$ cat config.mk
export PLATFORM = sky130hd
export DESIGN_NAME = overlay_alpha_blend_pixel_unit
export DESIGN_NICKNAME = d
export VERILOG_FILES = /design/src/oab_pkg.sv /design/src/oab_mix_lane.sv /design/src/overlay_alpha_blend_pixel_unit.sv
export VERILOG_INCLUDE_DIRS = /design/src /design/src/src
export SDC_FILE = /design/constraint.sdc
export NUM_CORES = 2
export LEC_CHECK = 0
export ABC_AREA = 1
export BUFFER_PORTS_ARGS = -buffer_cell sky130_fd_sc_hd__buf_2
export CAP_MARGIN = 25
export CORE_MARGIN = 5
export CORE_UTILIZATION = 25
export DETAILED_ROUTE_END_ITERATION = 7
export PLACE_DENSITY_LB_ADDON = 0.2
export SLEW_MARGIN = 40
export SYNTH_ARGS = -nofsm -noshare
export SYNTH_HDL_FRONTEND = slang
export SYNTH_HIERARCHICAL = 1
export SYNTH_SLANG_ARGS = --single-unit
$ cat constraint.sdc
create_clock -name clk -period 6.3 [get_ports clk]
set_input_delay 0.945 -clock clk [delete_from_list [all_inputs] [get_ports clk]]
set_output_delay 0.945 -clock clk [all_outputs]
set_load 0.1 [all_outputs]
$ cat src/overlay_alpha_blend_pixel_unit_macros.svh
// ----------------------------------------------------------------------------
// Overlay alpha blend pixel unit: assertion macros
// Shared concurrent assertion forms, all disabled while rst is high.
// ----------------------------------------------------------------------------
`ifndef OVERLAY_ALPHA_BLEND_PIXEL_UNIT_MACROS_SVH
`define OVERLAY_ALPHA_BLEND_PIXEL_UNIT_MACROS_SVH

// same-cycle implication
`define OAB_ASSERT_IMP(lbl, clk, rst, ante, cons, msg) \
  lbl: assert property (@(posedge clk) disable iff (rst) (ante) |-> (cons)) \
    else $error(msg);

// next-cycle implication
`define OAB_ASSERT_NXT(lbl, clk, rst, ante, cons, msg) \
  lbl: assert property (@(posedge clk) disable iff (rst) (ante) |=> (cons)) \
    else $error(msg);

`endif

$ cat src/oab_pkg.sv
// ----------------------------------------------------------------------------
// Overlay alpha blend package
// Formats, conversion coefficients and the divide-by-255 helper.
// ----------------------------------------------------------------------------
package oab_pkg;

  localparam int BYTE_W = 8;
  localparam int PROD_W = 2 * BYTE_W;

  // item latency from accept to done
  localparam int LATENCY = 4;

  typedef enum logic [1:0] {
    FMT_RGB24  = 2'd0,
    FMT_RGBA32 = 2'd1,
    FMT_YV12   = 2'd2
  } fmt_t;

  localparam logic [BYTE_W-1:0] BYTE_MAX = 8'd255;

  // BT.601 studio range
  localparam logic [PROD_W-1:0] Y_R = 16'd66;
  localparam logic [PROD_W-1:0] Y_G = 16'd129;
  localparam logic [PROD_W-1:0] Y_B = 16'd25;
  localparam logic [PROD_W-1:0] U_R = 16'd38;
  localparam logic [PROD_W-1:0] U_G = 16'd74;
  localparam logic [PROD_W-1:0] U_B = 16'd112;
  localparam logic [PROD_W-1:0] V_R = 16'd112;
  localparam logic [PROD_W-1:0] V_G = 16'd94;
  localparam logic [PROD_W-1:0] V_B = 16'd18;
  localparam logic [PROD_W-1:0] RND = 16'd128;
  // rounding plus 128 << 8 chroma offset
  localparam logic [PROD_W-1:0] C_OFS = 16'd32896;
  localparam logic [BYTE_W-1:0] Y_OFS = 8'd16;

  // floor(x / 255), exact for x up to 255 * 255
  function automatic logic [BYTE_W-1:0] div255(input logic [PROD_W-1:0] x);
    logic [PROD_W:0] t;
    t = {1'b0, x} + {{(BYTE_W + 1){1'b0}}, x[PROD_W-1:BYTE_W]} + 17'd1;
    return t[PROD_W-1:BYTE_W];
  endfunction

endpackage

$ cat src/oab_mix_lane.sv
// ----------------------------------------------------------------------------
// Overlay alpha blend mix lane
// Three-stage (a*s + (255-a)*d) / 255: products, sum, divide.
// ----------------------------------------------------------------------------
module oab_mix_lane (
  input  logic                         clk,
  input  logic [oab_pkg::BYTE_W-1:0]   alpha,
  input  logic [oab_pkg::BYTE_W-1:0]   src,
  input  logic [oab_pkg::BYTE_W-1:0]   dst,
  output logic [oab_pkg::BYTE_W-1:0]   result
);

  logic [oab_pkg::PROD_W-1:0] prod_src;
  logic [oab_pkg::PROD_W-1:0] prod_dst;
  logic [oab_pkg::PROD_W-1:0] sum;
  logic [oab_pkg::PROD_W:0]   sum_next;
  logic [oab_pkg::BYTE_W-1:0] inv_alpha;

  assign inv_alpha = oab_pkg::BYTE_MAX - alpha;
  assign sum_next  = {1'b0, prod_src} + {1'b0, prod_dst};

  always_ff @(posedge clk) begin
    prod_src <= oab_pkg::PROD_W'(alpha) * oab_pkg::PROD_W'(src);
    prod_dst <= oab_pkg::PROD_W'(inv_alpha) * oab_pkg::PROD_W'(dst);
    sum      <= sum_next[oab_pkg::PROD_W-1:0];
    result   <= oab_pkg::div255(sum);
  end

endmodule

$ cat src/overlay_alpha_blend_pixel_unit.sv
// ----------------------------------------------------------------------------
// Overlay alpha blend pixel unit
// Source-over blend of one BGRA overlay pixel onto an rgb24, rgba32 or
// yv12 destination pixel.
//
//   channel   handshake        payload
//   input     start / busy     src_blue..src_alpha, dst_byte0..dst_byte3
//   result    done             out_byte0..out_byte3
//   config    cfg_we           cfg_wdata (pixel format)
//
// One item per cycle; each result is registered through the conversion,
// products, sum and divide-by-255 stages after its item is accepted.
// busy is always low. rst clears the format register and the valid bits.
// The receiver cannot stall; the format is sampled with each item.
// ----------------------------------------------------------------------------
module overlay_alpha_blend_pixel_unit (
  input  logic       clk,
  input  logic       rst,
  input  logic       start,
  output logic       busy,
  input  logic       cfg_we,
  input  logic [1:0] cfg_wdata,
  input  logic [7:0] src_blue,
  input  logic [7:0] src_green,
  input  logic [7:0] src_red,
  input  logic [7:0] src_alpha,
  input  logic [7:0] dst_byte0,
  input  logic [7:0] dst_byte1,
  input  logic [7:0] dst_byte2,
  input  logic [7:0] dst_byte3,
  output logic       done,
  output logic [7:0] out_byte0,
  output logic [7:0] out_byte1,
  output logic [7:0] out_byte2,
  output logic [7:0] out_byte3
);

`include "overlay_alpha_blend_pixel_unit_macros.svh"

  localparam int LANES = 4;

  oab_pkg::fmt_t blend_fmt;

  logic [oab_pkg::LATENCY-1:0] valid;

  // stage 1 registers
  oab_pkg::fmt_t fmt1;
  logic [7:0]    a1, r1, g1, b1, y1, u1, v1;
  logic [7:0]    d1 [LANES];

  logic [15:0] y_sum, u_sum, v_sum;
  logic [7:0]  y_val;

  logic [7:0] lane_alpha [LANES];
  logic [7:0] lane_src   [LANES];
  logic [7:0] lane_dst   [LANES];
  logic [7:0] lane_out   [LANES];

  assign busy = 1'b0;

  always_ff @(posedge clk) begin
    if (rst) begin
      blend_fmt <= oab_pkg::FMT_RGB24;
    end else if (cfg_we) begin
      blend_fmt <= oab_pkg::fmt_t'(cfg_wdata);
    end
  end

  always_ff @(posedge clk) begin
    if (rst) begin
      valid <= '0;
    end else begin
      valid <= {valid[oab_pkg::LATENCY-2:0], start & ~busy};
    end
  end

  assign done = valid[oab_pkg::LATENCY-1];

  // RGB to YUV, all sums stay in 16 bits
  always_comb begin
    y_sum = oab_pkg::Y_R * 16'(src_red) + oab_pkg::Y_G * 16'(src_green)
          + oab_pkg::Y_B * 16'(src_blue) + oab_pkg::RND;
    u_sum = oab_pkg::U_B * 16'(src_blue) + oab_pkg::C_OFS
          - oab_pkg::U_R * 16'(src_red) - oab_pkg::U_G * 16'(src_green);
    v_sum = oab_pkg::V_R * 16'(src_red) + oab_pkg::C_OFS
          - oab_pkg::V_G * 16'(src_green) - oab_pkg::V_B * 16'(src_blue);
    y_val = y_sum[15:8] + oab_pkg::Y_OFS;
  end

  always_ff @(posedge clk) begin
    fmt1  <= blend_fmt;
    a1    <= src_alpha;
    r1    <= src_red;
    g1    <= src_green;
    b1    <= src_blue;
    y1    <= y_val;
    u1    <= u_sum[15:8];
    v1    <= v_sum[15:8];
    d1[0] <= dst_byte0;
    d1[1] <= dst_byte1;
    d1[2] <= dst_byte2;
    d1[3] <= dst_byte3;
  end

  // lane setup; zero lane alpha passes the destination byte through
  always_comb begin
    for (int i = 0; i < LANES; i++) begin
      lane_alpha[i] = 8'd0;
      lane_src[i]   = 8'd0;
      lane_dst[i]   = d1[i];
    end
    unique case (fmt1)
      oab_pkg::FMT_RGB24: begin
        lane_alpha[0] = a1;
        lane_alpha[1] = a1;
        lane_alpha[2] = a1;
        lane_src[0]   = r1;
        lane_src[1]   = g1;
        lane_src[2]   = b1;
      end
      oab_pkg::FMT_RGBA32: begin
        // byte 0: a + (255-a)*d/255 is the blend with an opaque source
        lane_alpha[0] = a1;
        lane_alpha[1] = a1;
        lane_alpha[2] = a1;
        lane_alpha[3] = a1;
        lane_src[0]   = oab_pkg::BYTE_MAX;
        lane_src[1]   = b1;
        lane_src[2]   = g1;
        lane_src[3]   = r1;
      end
      oab_pkg::FMT_YV12: begin
        lane_alpha[0] = a1;
        lane_alpha[1] = a1;
        lane_alpha[2] = a1;
        lane_src[0]   = y1;
        lane_src[1]   = u1;
        lane_src[2]   = v1;
      end
      default: begin
      end
    endcase
  end

  for (genvar i = 0; i < LANES; i++) begin : g_lane
    oab_mix_lane u_lane (
      .clk    (clk),
      .alpha  (lane_alpha[i]),
      .src    (lane_src[i]),
      .dst    (lane_dst[i]),
      .result (lane_out[i])
    );
  end

  assign out_byte0 = lane_out[0];
  assign out_byte1 = lane_out[1];
  assign out_byte2 = lane_out[2];
  assign out_byte3 = lane_out[3];

  `OAB_ASSERT_IMP(a_done_has_item, clk, rst, done,
    $past(start, oab_pkg::LATENCY), "result without an accepted item")
  `OAB_ASSERT_IMP(a_zero_alpha_pass, clk, rst,
    done && $past(src_alpha, oab_pkg::LATENCY) == 8'd0,
    out_byte0 == $past(dst_byte0, oab_pkg::LATENCY) &&
    out_byte1 == $past(dst_byte1, oab_pkg::LATENCY) &&
    out_byte2 == $past(dst_byte2, oab_pkg::LATENCY) &&
    out_byte3 == $past(dst_byte3, oab_pkg::LATENCY),
    "zero alpha item changed the destination")
  `OAB_ASSERT_IMP(a_byte3_pass, clk, rst,
    done && $past(blend_fmt, oab_pkg::LATENCY) != oab_pkg::FMT_RGBA32,
    out_byte3 == $past(dst_byte3, oab_pkg::LATENCY),
    "byte 3 modified outside rgba32")
  `OAB_ASSERT_IMP(a_composite_floor, clk, rst,
    done && $past(blend_fmt, oab_pkg::LATENCY) == oab_pkg::FMT_RGBA32,
    out_byte0 >= $past(src_alpha, oab_pkg::LATENCY),
    "alpha composite below overlay alpha")
  `OAB_ASSERT_NXT(a_item_done, clk, rst, start && !busy,
    valid[0], "accepted item not tracked")

endmodule

==> impl_summary.log <==
[metrics] CP dominant cell by count: sky130_fd_sc_hd__ha_1
[metrics] initial antenna violation count: 9
[metrics] combinational fraction of design power: 0.712
[metrics] origin of the worst setup path: src_red[2]
[metrics] P per Cell Area: 487.3 mW/mm^2
[metrics] most frequently used flop master after synthesis: sky130_fd_sc_hd__dfxtp_1
[metrics] Net Sw Frac: 0.5295
[metrics] area of the die: 0.1629 sq mm
[metrics] clock latency at the later pin of the worst-skew pair: 630 ps
[metrics] Req. time, crit path: 6820 ps
[metrics] area of placed instances: 0.04214 sq mm
[metrics] quantity of gates resized following cts: 0
[metrics] Yosys warning count: 6
[metrics] clock buffer depth: 3
[metrics] unrepaired setup endpoints after global routing: false
[metrics] global-route total usage across every layer: 0.1275
[metrics] number of H-tree levels: 2
[metrics] total of endpoints with negative setup slack in the final report: 0
[metrics] area share of the leading cell type in the synthesized netlist: 0.1959
[metrics] Slowest-stage cell, CP: sky130_fd_sc_hd__fa_1
[metrics] sequential fraction of design power: 0.161
[metrics] ranking of synthesized cells by instance count: sky130_fd_sc_hd__nand2_1, sky130_fd_sc_hd__inv_1, sky130_fd_sc_hd__ha_1
[metrics] VDD IR-drop max: 0.0002956 V
[metrics] final standard cell area without fillers: 0.04375 sq mm
[metrics] Max Transition Viols Final: 0
[metrics] # Max-Cap Violations: 0
[metrics] clock transition at the registers of the reported paths: 60 ps
[metrics] Final Hold Slack: 353.7 ps
[metrics] run status: finished, final reports clean
[metrics] destination of the worst register-to-register timing path: g_lane[0].u_lane/prod_dst[12]
[metrics] worst setup path class: in -> reg
[metrics] synthesized netlist net count: 6,374
[metrics] nets@finish: 6,516
[metrics] proportion of synthesized chip area in sequential cells: 0.1654
[metrics] half-perimeter wire length after detailed placement: 85,980 microns
[metrics] Max transition margin: 0.4524
[metrics] critical path's top delay family: adder cells
[metrics] number of sinks handled by clock tree synthesis: 320
[metrics] depth of the worst register-to-register path: 22
[metrics] cells taking the most area after synthesis: sky130_fd_sc_hd__fa_1, sky130_fd_sc_hd__ha_1, sky130_fd_sc_hd__dfxtp_1, sky130_fd_sc_hd__nand2_1, sky130_fd_sc_hd__inv_1
[metrics] CP bufs+invs: 4
[metrics] Filler Cells Inserted: 16,970
[metrics] Async SR Flop Fraction: 0
[metrics] final core utilization: 0.2840
[metrics] ratio of routed vias to standard cells: 4.145
[metrics] worst setup slack after layout: 827.0 ps
[metrics] kind of launch point of the worst setup path: primary input
[metrics] number of buffers added to fix hold violations after cts: 0
[metrics] DRC violation count after routing: 0
[metrics] wire length of the first global-routing pass: 168,700 microns
[metrics] violation count after the first detailed-route iteration: 1,364
[metrics] time the final worst path needs with I/O delays and setup: 5473 ps
[metrics] global route total overflow: 0
[metrics] final clock period utilization by the worst path: 0.8687
[metrics] Final Hold Viols: 0
[metrics] number of flops mapped to enable cells by yosys: 0
[metrics] post-synthesis sequential element count: 320
[metrics] y dimension of the die: 403.6 microns
[metrics] class of the most critical hold timing path: reg -> reg
[metrics] initial core utilization: 0.2514
[metrics] Net Sw Power: 11.29 mW
[metrics] average size of a mapped cell: 7.277 sq um
[metrics] setup slack after placement: 162.4 ps
[metrics] arrival time worst endpoint: 5990 ps
[metrics] worst reg2reg setup slack: 910 ps
[metrics] row count: 144
[metrics] antenna violation net count after detailed routing: 0
[metrics] Setup TNS Final: 0 ps
[metrics] peak clock frequency supported by timing: 182.7 MHz
[metrics] die width: 403.6 microns
[metrics] Routed WL: 102,800 microns
[metrics] area added between synthesis and finish: 12.96%
[metrics] dominant cell type by area after synthesis: sky130_fd_sc_hd__fa_1
[metrics] capture point of the critical path: y1[6]
[metrics] Vias: 31,280
[metrics] netlist area before placement: 0.03873 sq mm
[metrics] worst-margin pin slew: 819.4 ps
[metrics] nature of the critical path endpoint: register
[metrics] placeable core region: 0.1540 sq mm
[metrics] most frequent cell after synthesis: sky130_fd_sc_hd__nand2_1
[metrics] crit path max fanout: 4
[metrics] WL per Instance: 13.62 microns
[metrics] Crit Reg-Reg Startpoint: fmt1[1]
[metrics] worst clock skew: 50.67 ps
[metrics] CTS tree: done
[metrics] number of global-route vias before repair: 31,960
[metrics] delay of the slowest critical-path stage: 550 ps
[metrics] fraction of final layout cells with drive strength greater than 1: 0.05528
[metrics] detailed-routing iteration count for the pre-antenna-repair pass: 5
[metrics] cell count after synthesis: 5,322
[metrics] number of distinct library cells after synthesis: 42
[metrics] global placer's final weighted congestion: 0.8329
[metrics] total stage count of the critical path: 23
[metrics] clock network fraction of design power: 0.127
[metrics] clock root cell: sky130_fd_sc_hd__clkbuf_16
[metrics] number of buffers added on ports: 102
[metrics] I/O pin total: 104
[metrics] largest net degree at the start of global routing: 45
[metrics] internal portion of total power: 10.03 mW
[metrics] buffers inserted by post-CTS timing repair: 0
[metrics] cells along the critical path: buf_2, ha_1, ha_1, ha_1, fa_1, xor2_1, ha_1, inv_1, fa_1, inv_1, fa_1, fa_1, ha_1, ha_1, nand2_1, nor2_2, inv_1, nor2_2, nand2_2, nand3_1, nand2_2, ha_1, xor2_1
[metrics] Static Leak: 25.52 nW
[metrics] Inserted Clock Buffers: 45
[sequential cells by signal, summed over array words and instances, names as in the netlist, 4 cells and up]
register,flops
r1,8
u1,8
g_lane.u_lane/result,32
a1,8
b1,8
valid,4
g1,8
g_lane.u_lane/prod_dst,64
d1,32
v1,8
g_lane.u_lane/prod_src,64
y1,8
g_lane.u_lane/sum,64
[power by group through the flow]
stage / sequential (mW) / combinational [mW] / clock, mW
3_3_place_gp: 3.50 / 15.3 / 0
3_5_place_dp: 3.49 / 15.2 / 0
4_1_cts: 3.46 / 15.4 / 2.85
5_1_grt: 3.51 / 17.7 / 2.92
2_1_floorplan: 4.00 / 11.1 / 0
6_report: 3.44 / 15.2 / 2.71
[cells in the final DEF (no fill, tap or decap), drive strengths merged, types with 13 or more instances in the layout]
master  instances
a21oi         193
buf           166
clkbuf         61
dfxtp         320
fa            379
ha            603
inv          1330
nand2        1357
nand3         184
nand3b         13
nand4          58
nor2          448
nor3           46
o21ai          52
o21bai         33
o221ai         14
or2            15
xnor2          79
xor2           81
[worst reg2reg max path: cells and delay by family, from the launching register on]
| family | cells | cell delay (ps) |
|---|---|---|
| buffers and inverters | 7 | 1230 |
| DFF | 1 | 480 |
| and+or+nand+nor | 9 | 950 |
| AOI/OAI and AO/OA | 1 | 180 |
| adders and majority gates | 5 | 2410 |
[through the flow]
stage / power [mW] / std cells
2_1_floorplan: 15.09 / 5322
3_3_place_gp: 18.76 / 7446
3_5_place_dp: 18.72 / 7459
4_1_cts: 21.66 / 7541
5_1_grt: 24.10 / 7543
6_report: 21.32 / 7545
[logic make-up (layout without fill, tap and decap cells)]
family	after synthesis	after routing	synth area share
AOI/OAI and AO/OA	327	327	0.04920
xor gates and xnor gates	160	160	0.03618
and+or+nand+nor	2135	2135	0.2228
other	1	3	0.00009683
adders and majority gates	982	982	0.3907
buffers and inverters	1397	1574	0.1356
DFF	320	320	0.1654
[layout make-up]
class                      count  area, sq um  share of cell area
clock inverter                23        300.3            0.006864
inverter                    1324         4970              0.1136
clock buffer                  59         1249             0.02854
antenna                        2        5.005           0.0001144
sequential                   320         6406              0.1464
multi-input combinational   3605        27200              0.6218
timing repair buffer         168         1059             0.02420
tap                         2044         2557             0.05846
[worst min-delay path by stage]
stage / startpoint / end / slack, ps / cells past startpoint
6_report: blend_fmt[1] / fmt1[1] / 350 / 0
5_1_grt: dst_byte3[2] / d1[3][2] / 350 / 1
3_3_place_gp: blend_fmt[1] / fmt1[1] / 340 / 0
2_1_floorplan: blend_fmt[0] / fmt1[0] / 330 / 0
3_5_place_dp: blend_fmt[1] / fmt1[1] / 350 / 0
4_1_cts: dst_byte3[2] / d1[3][2] / 330 / 1
[per-layer routing]
layer | GRT usage | part of all wire | vias to the layer above
li1 | - | - | 16350
met1 | 0.1800 | 0.51 | 14470
met2 | 0.2115 | 0.45 | 356
met3 | 0.01534 | 0.032 | 98
met4 | 0.02239 | 0.016 | 2
met5 | 0 | 0.00013 | -
Power figures use the tool's default switching activity.
